<file path="src/design/lome_pkg.sv">
// Package for the limit order matching engine.
// Holds default sizes, codes, the controller state type and the command and status structs.
// No dependencies.
package lome_pkg;

  localparam int DEF_MAX_ORDERS = 32;
  localparam int DEF_PRICE_BITS = 16;
  localparam int DEF_QTY_BITS   = 24;
  localparam int DEF_ID_BITS    = 32;
  localparam int STAMP_BITS     = 64;

  localparam logic [1:0] MODE_ADD    = 2'd0;
  localparam logic [1:0] MODE_CANCEL = 2'd1;
  localparam logic [1:0] MODE_MODIFY = 2'd2;
  localparam logic [1:0] MODE_SPARE  = 2'd3;

  typedef enum logic [2:0] {
    KIND_TRADE     = 3'd0,
    KIND_ACCEPTED  = 3'd1,
    KIND_CANCELLED = 3'd2,
    KIND_NOTFOUND  = 3'd3,
    KIND_FULL      = 3'd4
  } kind_t;

  typedef enum logic [1:0] {
    SK_CLEAR,
    SK_FIND,
    SK_FREE,
    SK_BEST
  } scan_kind_t;

  typedef enum logic [2:0] {
    ST_RESET,
    ST_CLEAR,
    ST_IDLE,
    ST_DISPATCH,
    ST_FIND,
    ST_FREE,
    ST_BEST,
    ST_WASK
  } state_t;

  typedef struct packed {
    logic       latch_input;
    logic       start_scan;
    scan_kind_t scan_kind;
    logic       wr_clear_found;
    logic       wr_new;
    logic       wr_bid;
    logic       wr_ask;
    logic       emit;
    kind_t      emit_kind;
    logic       emit_last;
  } ctl_cmd_t;

  typedef struct packed {
    logic scan_done;
    logic mode_add;
    logic mode_mod;
    logic found;
    logic free_ok;
    logic crossed;
    logic qty_nz;
  } ctl_stat_t;

endpackage

</file>
<file path="src/design/lome_ctrl.sv">
// Controller state machine of the limit order matching engine.
// Depends on lome_pkg for the state type and the command and status structs.
module lome_ctrl (
  input  logic               clk,
  input  logic               rst_n,
  input  logic               start,
  output logic               busy,
  input  lome_pkg::ctl_stat_t stat,
  output lome_pkg::ctl_cmd_t  cmd
);
  import lome_pkg::*;

  state_t state_r, state_nxt;

  always_ff @(posedge clk) begin
    if (!rst_n) begin
      state_r <= ST_RESET;
    end else begin
      state_r <= state_nxt;
    end
  end

  always_comb begin
    state_nxt = state_r;
    case (state_r)
      ST_RESET: state_nxt = ST_CLEAR;
      ST_CLEAR: if (stat.scan_done) state_nxt = ST_IDLE;
      ST_IDLE: if (start) state_nxt = ST_DISPATCH;
      ST_DISPATCH: state_nxt = stat.mode_add ? ST_FREE : ST_FIND;
      ST_FIND: begin
        if (stat.scan_done) begin
          state_nxt = (stat.found && stat.mode_mod) ? ST_FREE : ST_IDLE;
        end
      end
      ST_FREE: if (stat.scan_done) state_nxt = stat.free_ok ? ST_BEST : ST_IDLE;
      ST_BEST: if (stat.scan_done) state_nxt = stat.crossed ? ST_WASK : ST_IDLE;
      ST_WASK: state_nxt = ST_BEST;
      default: state_nxt = ST_RESET;
    endcase
  end

  always_comb begin
    cmd = '0;
    cmd.scan_kind = SK_CLEAR;
    cmd.emit_kind = KIND_TRADE;
    busy = 1'b1;
    case (state_r)
      ST_RESET: begin
        cmd.start_scan = 1'b1;
        cmd.scan_kind = SK_CLEAR;
      end
      ST_CLEAR: ;
      ST_IDLE: begin
        busy = 1'b0;
        cmd.latch_input = start;
      end
      ST_DISPATCH: begin
        cmd.start_scan = 1'b1;
        cmd.scan_kind = stat.mode_add ? SK_FREE : SK_FIND;
      end
      ST_FIND: begin
        if (stat.scan_done) begin
          cmd.emit = 1'b1;
          if (stat.found) begin
            cmd.wr_clear_found = 1'b1;
            cmd.emit_kind = KIND_CANCELLED;
            cmd.emit_last = !stat.mode_mod;
            cmd.start_scan = stat.mode_mod;
            cmd.scan_kind = SK_FREE;
          end else begin
            cmd.emit_kind = KIND_NOTFOUND;
            cmd.emit_last = 1'b1;
          end
        end
      end
      ST_FREE: begin
        if (stat.scan_done) begin
          if (stat.free_ok) begin
            cmd.wr_new = 1'b1;
            cmd.start_scan = 1'b1;
            cmd.scan_kind = SK_BEST;
          end else begin
            cmd.emit = 1'b1;
            cmd.emit_kind = KIND_FULL;
            cmd.emit_last = 1'b1;
          end
        end
      end
      ST_BEST: begin
        if (stat.scan_done) begin
          if (stat.crossed) begin
            cmd.wr_bid = 1'b1;
            cmd.emit = stat.qty_nz;
            cmd.emit_kind = KIND_TRADE;
          end else begin
            cmd.emit = 1'b1;
            cmd.emit_kind = KIND_ACCEPTED;
            cmd.emit_last = 1'b1;
          end
        end
      end
      ST_WASK: begin
        cmd.wr_ask = 1'b1;
        cmd.start_scan = 1'b1;
        cmd.scan_kind = SK_BEST;
      end
      default: ;
    endcase
  end

endmodule

</file>
<file path="config.mk">
export PLATFORM = sky130hd
export DESIGN_NAME = lome_ctrl
export DESIGN_NICKNAME = d
export VERILOG_FILES = /design/src/design/lome_pkg.sv /design/src/design/lome_ctrl.sv
export SDC_FILE = /design/constraint.sdc
export NUM_CORES = 1
export LEC_CHECK = 0
export BUFFER_PORTS_ARGS = -buffer_cell sky130_fd_sc_hd__buf_2
export CAP_MARGIN = 25
export CORE_AREA = 4 4 41 43
export DETAILED_ROUTE_END_ITERATION = 6
export DIE_AREA = 0 0 45 47
export PLACE_DENSITY = 0.72
export SLEW_MARGIN = 20
export SYNTH_ARGS = -nofsm -noshare
export SYNTH_HDL_FRONTEND = slang
export SYNTH_SLANG_ARGS = --single-unit
export TNS_END_PERCENT = 30
</file>
<file path="constraint.sdc">
create_clock -name clk -period 3.1 [get_ports clk]
set_input_delay 0.62 -clock clk [delete_from_list [all_inputs] [get_ports clk]]
set_output_delay 0.62 -clock clk [all_outputs]
set_load 0.02 [all_outputs]
</file>
Word level (Yosys, flattened, before mapping)
Cells that the tools add are included.

operators by class
  add/subtract/negate cells = 0
  multipliers = 0
  divide/modulo/power cells = 0
  $lt $le $gt $ge = 0
  eq/ne operators = 12
  shift operators = 0
  muxes and demuxes = 34
  bitwise gates (word level) = 0
  reductions and logical operators = 4

operator list
  kind                                            number
  two-way mux 3 bit                               10
  one-hot mux 3 bit (8 select lines)              1
  two-way mux 5 bit                               4
  one-hot mux 3 bit (5 select lines)              1
  one-hot mux 5 bit (3 select lines)              1
  == test 3 bit (second input constant)           4
  two-way mux 1 bit                               12
  two-way mux 4 bit                               3
  != test 2 bit (second input constant)           5
  == test 3 x 2 -> 1 bit (second input constant)  2
  AND reduction 5 bit                             1
  two-way mux 2 bit                               2
  == test 3 x 1 -> 1 bit (second input constant)  1
  logical NOT 3 bit                               1
  logical AND 1 bit                               1
  logical NOT 1 bit                               1

storage, ports and cells
  register bits = 3
  latch bits = 0
  bits in writable memories = 0
  memory bits (read-only) = 0
  word-level logic and storage cells = 51
  memories = 0

Logic depth before layout (Yosys ltp)
  depth after elaboration = 4
  mapped depth = 4
  gate-level depth less buffers = 3

Worst setup path before layout
No wires, ideal clock.

  kind = input to output
  from = input stat[2] (netlist name)
  to = output cmd[0] (netlist name)
  arrival time = 1418 ps
  required time = 2480 ps
  path slack = 1062 ps
  cell stages on the path = 3
  path buffers = 0
  path through = and2_4 > a311o_1 > a21oi_1

RTL lines
  element             line            text
  start: declaration  lome_ctrl.sv:8  input lome_pkg::ctl_stat_t stat,
  end: declaration    lome_ctrl.sv:9  output lome_pkg::ctl_cmd_t cmd

==> impl_summary.log <==
[metrics] Post-CTS Hold Buffers: 0
[metrics] Worst Path Arrival: 1.70 ns
[metrics] biggest cell delay along the critical path: around 0.59 ns
[metrics] Via Count: 530
[metrics] clock transition at the registers of the reported paths: 0.03 ns
[metrics] total routing resource utilization after global routing: 0.1269
[metrics] # H-tree levels: 1
[metrics] switch share: 0.3270
[metrics] buffer levels on the longest clock path: 2
[metrics] average wire per standard cell: 12.18 um
[metrics] mean instance size in the synthesized netlist: slightly below 7 um2
[metrics] GP Congestion: 0.8269
[metrics] Largest Register: state_r
[metrics] total negative setup slack: 0 ns
[metrics] Crit. Startpoint: state_r[0]$_SDFFE_PN0P_
[metrics] most area-consuming cells after synthesis: dfxtp_1, a21oi_1, nor2_1, inv_1, nand2_1
[metrics] Detailed Route Iter0 Violations: 9
[metrics] hpwl dp: between 800 and 900 um
[metrics] worst-case vdd ir drop: 0.0002176 V
[metrics] Clock Skews: 0.002885 ns
[metrics] total of warnings raised by yosys: 0
[metrics] flip-flop count of the largest register after layout: 3
[metrics] Hold Violations, Final: 0
[metrics] cell at the root of the clock tree: clkbuf_4
[metrics] sequential fraction of the synthesis area: 0.1420
[metrics] Startpoint Class: register
[metrics] Clock Latency Late Sink: approximately 0.23 ns
[metrics] number of instances on the worst hold path: 2
[metrics] Port Buf Inserts: 23
[metrics] result of the run: finished, final reports clean
[metrics] kind of critical path: reg -> out
[metrics] nets in the synthesized netlist: 72
[metrics] CP Cell Sequence: inv_1, a311o_1, a21oi_1, buf_2
[metrics] source of the worst register-to-register timing path: state_r[1]$_SDFFE_PN0P_
[metrics] CP required: approximately 2.5 ns
[metrics] largest registers: state_r: 3 flops
[metrics] flip-flop and latch count after synthesis: 3
[metrics] number of synthesized flops with an enable pin: 0
[metrics] pre-CTS WS: 0.9665 ns
[metrics] CP endpoint: cmd[0]
[metrics] final net count: 96
[metrics] max-slew violation count: 0
[metrics] share of async-settable or async-resettable flops after synthesis: 0
[metrics] Top delay family on crit path: flip-flops
[metrics] highest clock frequency the design can meet: 431.7 MHz
[metrics] post-CTS setup buffer count: 0
[metrics] worst relative slew slack: 0.6236
[metrics] maximum number of pins on one net before global-route repair: 21
[metrics] die height: approximately 47 um
[metrics] areal power density over the cells: 293.9 nW/um2
[metrics] Reg2Reg Capture Point: state_r[2]$_SDFFE_PN0P_
[metrics] I/O pin cnt: 24
[metrics] library cell contributing the largest single delay on the critical path: dfxtp_1
[metrics] Num Clock Sinks: 3
[metrics] CTS Buf Count: 3
[metrics] top flip-flop cell by instance count after synthesis: dfxtp_1
[metrics] Area Overhead vs Synth: 31.95%
[metrics] number of buffers and inverters on the critical path: 2
[metrics] most instantiated cells after synthesis: nor2_1, a21oi_1, inv_1, nand2_1
[metrics] area share of the largest cell type after synthesis: 0.1420
[metrics] initial antenna violation count: 0
[metrics] share of final-layout standard cells stronger than drive strength 1: 0.3529
[metrics] clock group share of total power: 0.418
[metrics] unrepaired setup endpoints after global routing: no
[metrics] vias in the first global route: 452
[metrics] most common cell in the synthesized netlist: nor2_1
[metrics] Worst Max-Slew Pin Slew: around 0.56 ns
[metrics] R2R setup slack: approximately 1.7 ns
[metrics] Via density: around 5.3
[metrics] CTS tree: yes
[metrics] WL final: approximately 1.2 mm
[metrics] count of instances resized after the clock tree is built: 0
[metrics] starting density of the core: 0.3250
[metrics] cell type contributing the most total cell area after synthesis: dfxtp_1
[metrics] switching component of the power: 0.00005364 W
[metrics] count of TritonRoute iterations in the first routing pass: 4
[metrics] Synth cell types: 32
[metrics] cell leakage power: just over 0.3 nW
[metrics] part of the power in registers: 0.307
[metrics] CP max FO: 15
[metrics] fraction of power consumed by combinational cells: 0.276
[metrics] total number of cells along the worst setup path: 4
[metrics] Maximum Capacitance Violations: 0
[metrics] ANT nets after route: 0
[metrics] Remaining Overflow, GRT: 0
[metrics] final worst-path cycle share: 0.7472
[metrics] final setup violating endpoints: 0
[metrics] overall die area: 2115 um2
[metrics] setup slack of the critical path after layout: 0.7838 ns
[metrics] worst min-delay path category: in -> reg
[metrics] area of the core: 1301 um2
[metrics] residual DRC count: 0
[metrics] gate count after technology mapping: 62
[metrics] type of element capturing the critical path: output port
[metrics] wire length of the first global-routing pass: 1.952 mm
[metrics] Horiz. Die Dim: 45 um
[metrics] Synth Cell Area: 422.9 um2
[metrics] # diodes: 0
[metrics] Internal Power: about 0.00011 W
[metrics] count of cells along the worst register-to-register path: 3
[metrics] Final min period: 2.316 ns
[metrics] FP Rows: 13
## cells in the final DEF, fill, tap and decap left out, types with 2 or more instances in the layout
cell	count
buf_2	23
nor2_1	6
nand2_1	5
inv_1	5
a21oi_1	5
o21ai_0	3
clkbuf_4	3
dfxtp_1	3
and2_4	2
and3_1	2
o22ai_1	2
and2_1	2
a21o_1	2
nand3b_1	2
a21boi_0	2
## worst min-delay path by stage
stage / start / end / slack, ns
2_1_floorplan: state_r[2]$_SDFFE_PN0P_ / state_r[2]$_SDFFE_PN0P_ / 0.64
3_3_place_gp: state_r[1]$_SDFFE_PN0P_ / state_r[1]$_SDFFE_PN0P_ / 0.73
3_5_place_dp: state_r[1]$_SDFFE_PN0P_ / state_r[1]$_SDFFE_PN0P_ / 0.75
4_1_cts: rst_n / state_r[2]$_SDFFE_PN0P_ / 0.63
5_1_grt: rst_n / state_r[2]$_SDFFE_PN0P_ / 0.64
6_report: rst_n / state_r[2]$_SDFFE_PN0P_ / 0.64
## cell families after synthesis
logic type	share of synthesized area
buffers and inverters	0.1035
DFF	0.1420
AOI/OAI and AO/OA	0.3698
and+or+nand+nor	0.3846
## layout make-up
cell class	count	area, um2
clock buffer	4	26.28
fill	161	743.2
inverter	5	18.77
multi-input combinational	50	319.1
sequential	3	60.06
tap	15	18.77
timing repair buffer	23	115.1
## worst register-to-register path: cells and delay by family, from the launching register on
| family | cells | cell delay [ns] |
|---|---|---|
| AOI/OAI and AO/OA | 2 | 0.43 |
| DFF | 1 | 0.67 |
| and+or+nand+nor | 1 | 0.18 |
## power groups by stage
stage | Clock [W] | Sequential, W | Combinational [W]
2_1_floorplan | 0 | 0.0000432 | 0.0000373
4_1_cts | 0.0000734 | 0.0000500 | 0.0000455
3_3_place_gp | 0 | 0.0000504 | 0.0000444
3_5_place_dp | 0 | 0.0000505 | 0.0000453
5_1_grt | 0.0000785 | 0.0000513 | 0.0000508
6_report | 0.0000685 | 0.0000503 | 0.0000452
## per-stage QoR
| step | cell area, um2 | std cells | total power [W] | util | hold slack, ns |
|---|---|---|---|---|---|
| finish | 558.0 | 100 | 0.0001640 | 0.4288 | 0.6435 |
| global placement | 531.8 | 96 | 0.00009488 | 0.4087 | 0.7266 |
| global route | 558.0 | 100 | 0.0001806 | 0.4288 | 0.6390 |
| detailed placement | 531.8 | 96 | 0.00009580 | 0.4087 | 0.7495 |
| CTS | 558.0 | 100 | 0.0001688 | 0.4288 | 0.6339 |
| floorplan | 422.9 | 62 | 0.00008052 | - | 0.6433 |
## routing by layer
layer | part of all wire | up-vias | wire length, um | track usage
met3 | 0.089 | 0 | 109 | 0.04598
met5 | 0 | - | 0 | 0
met4 | 0 | 0 | 0 | 0.03509
met2 | 0.44 | 21 | 533 | 0.1836
met1 | 0.47 | 238 | 575 | 0.1761
li1 | - | 271 | - | -
Power figures use the tool's default switching activity.
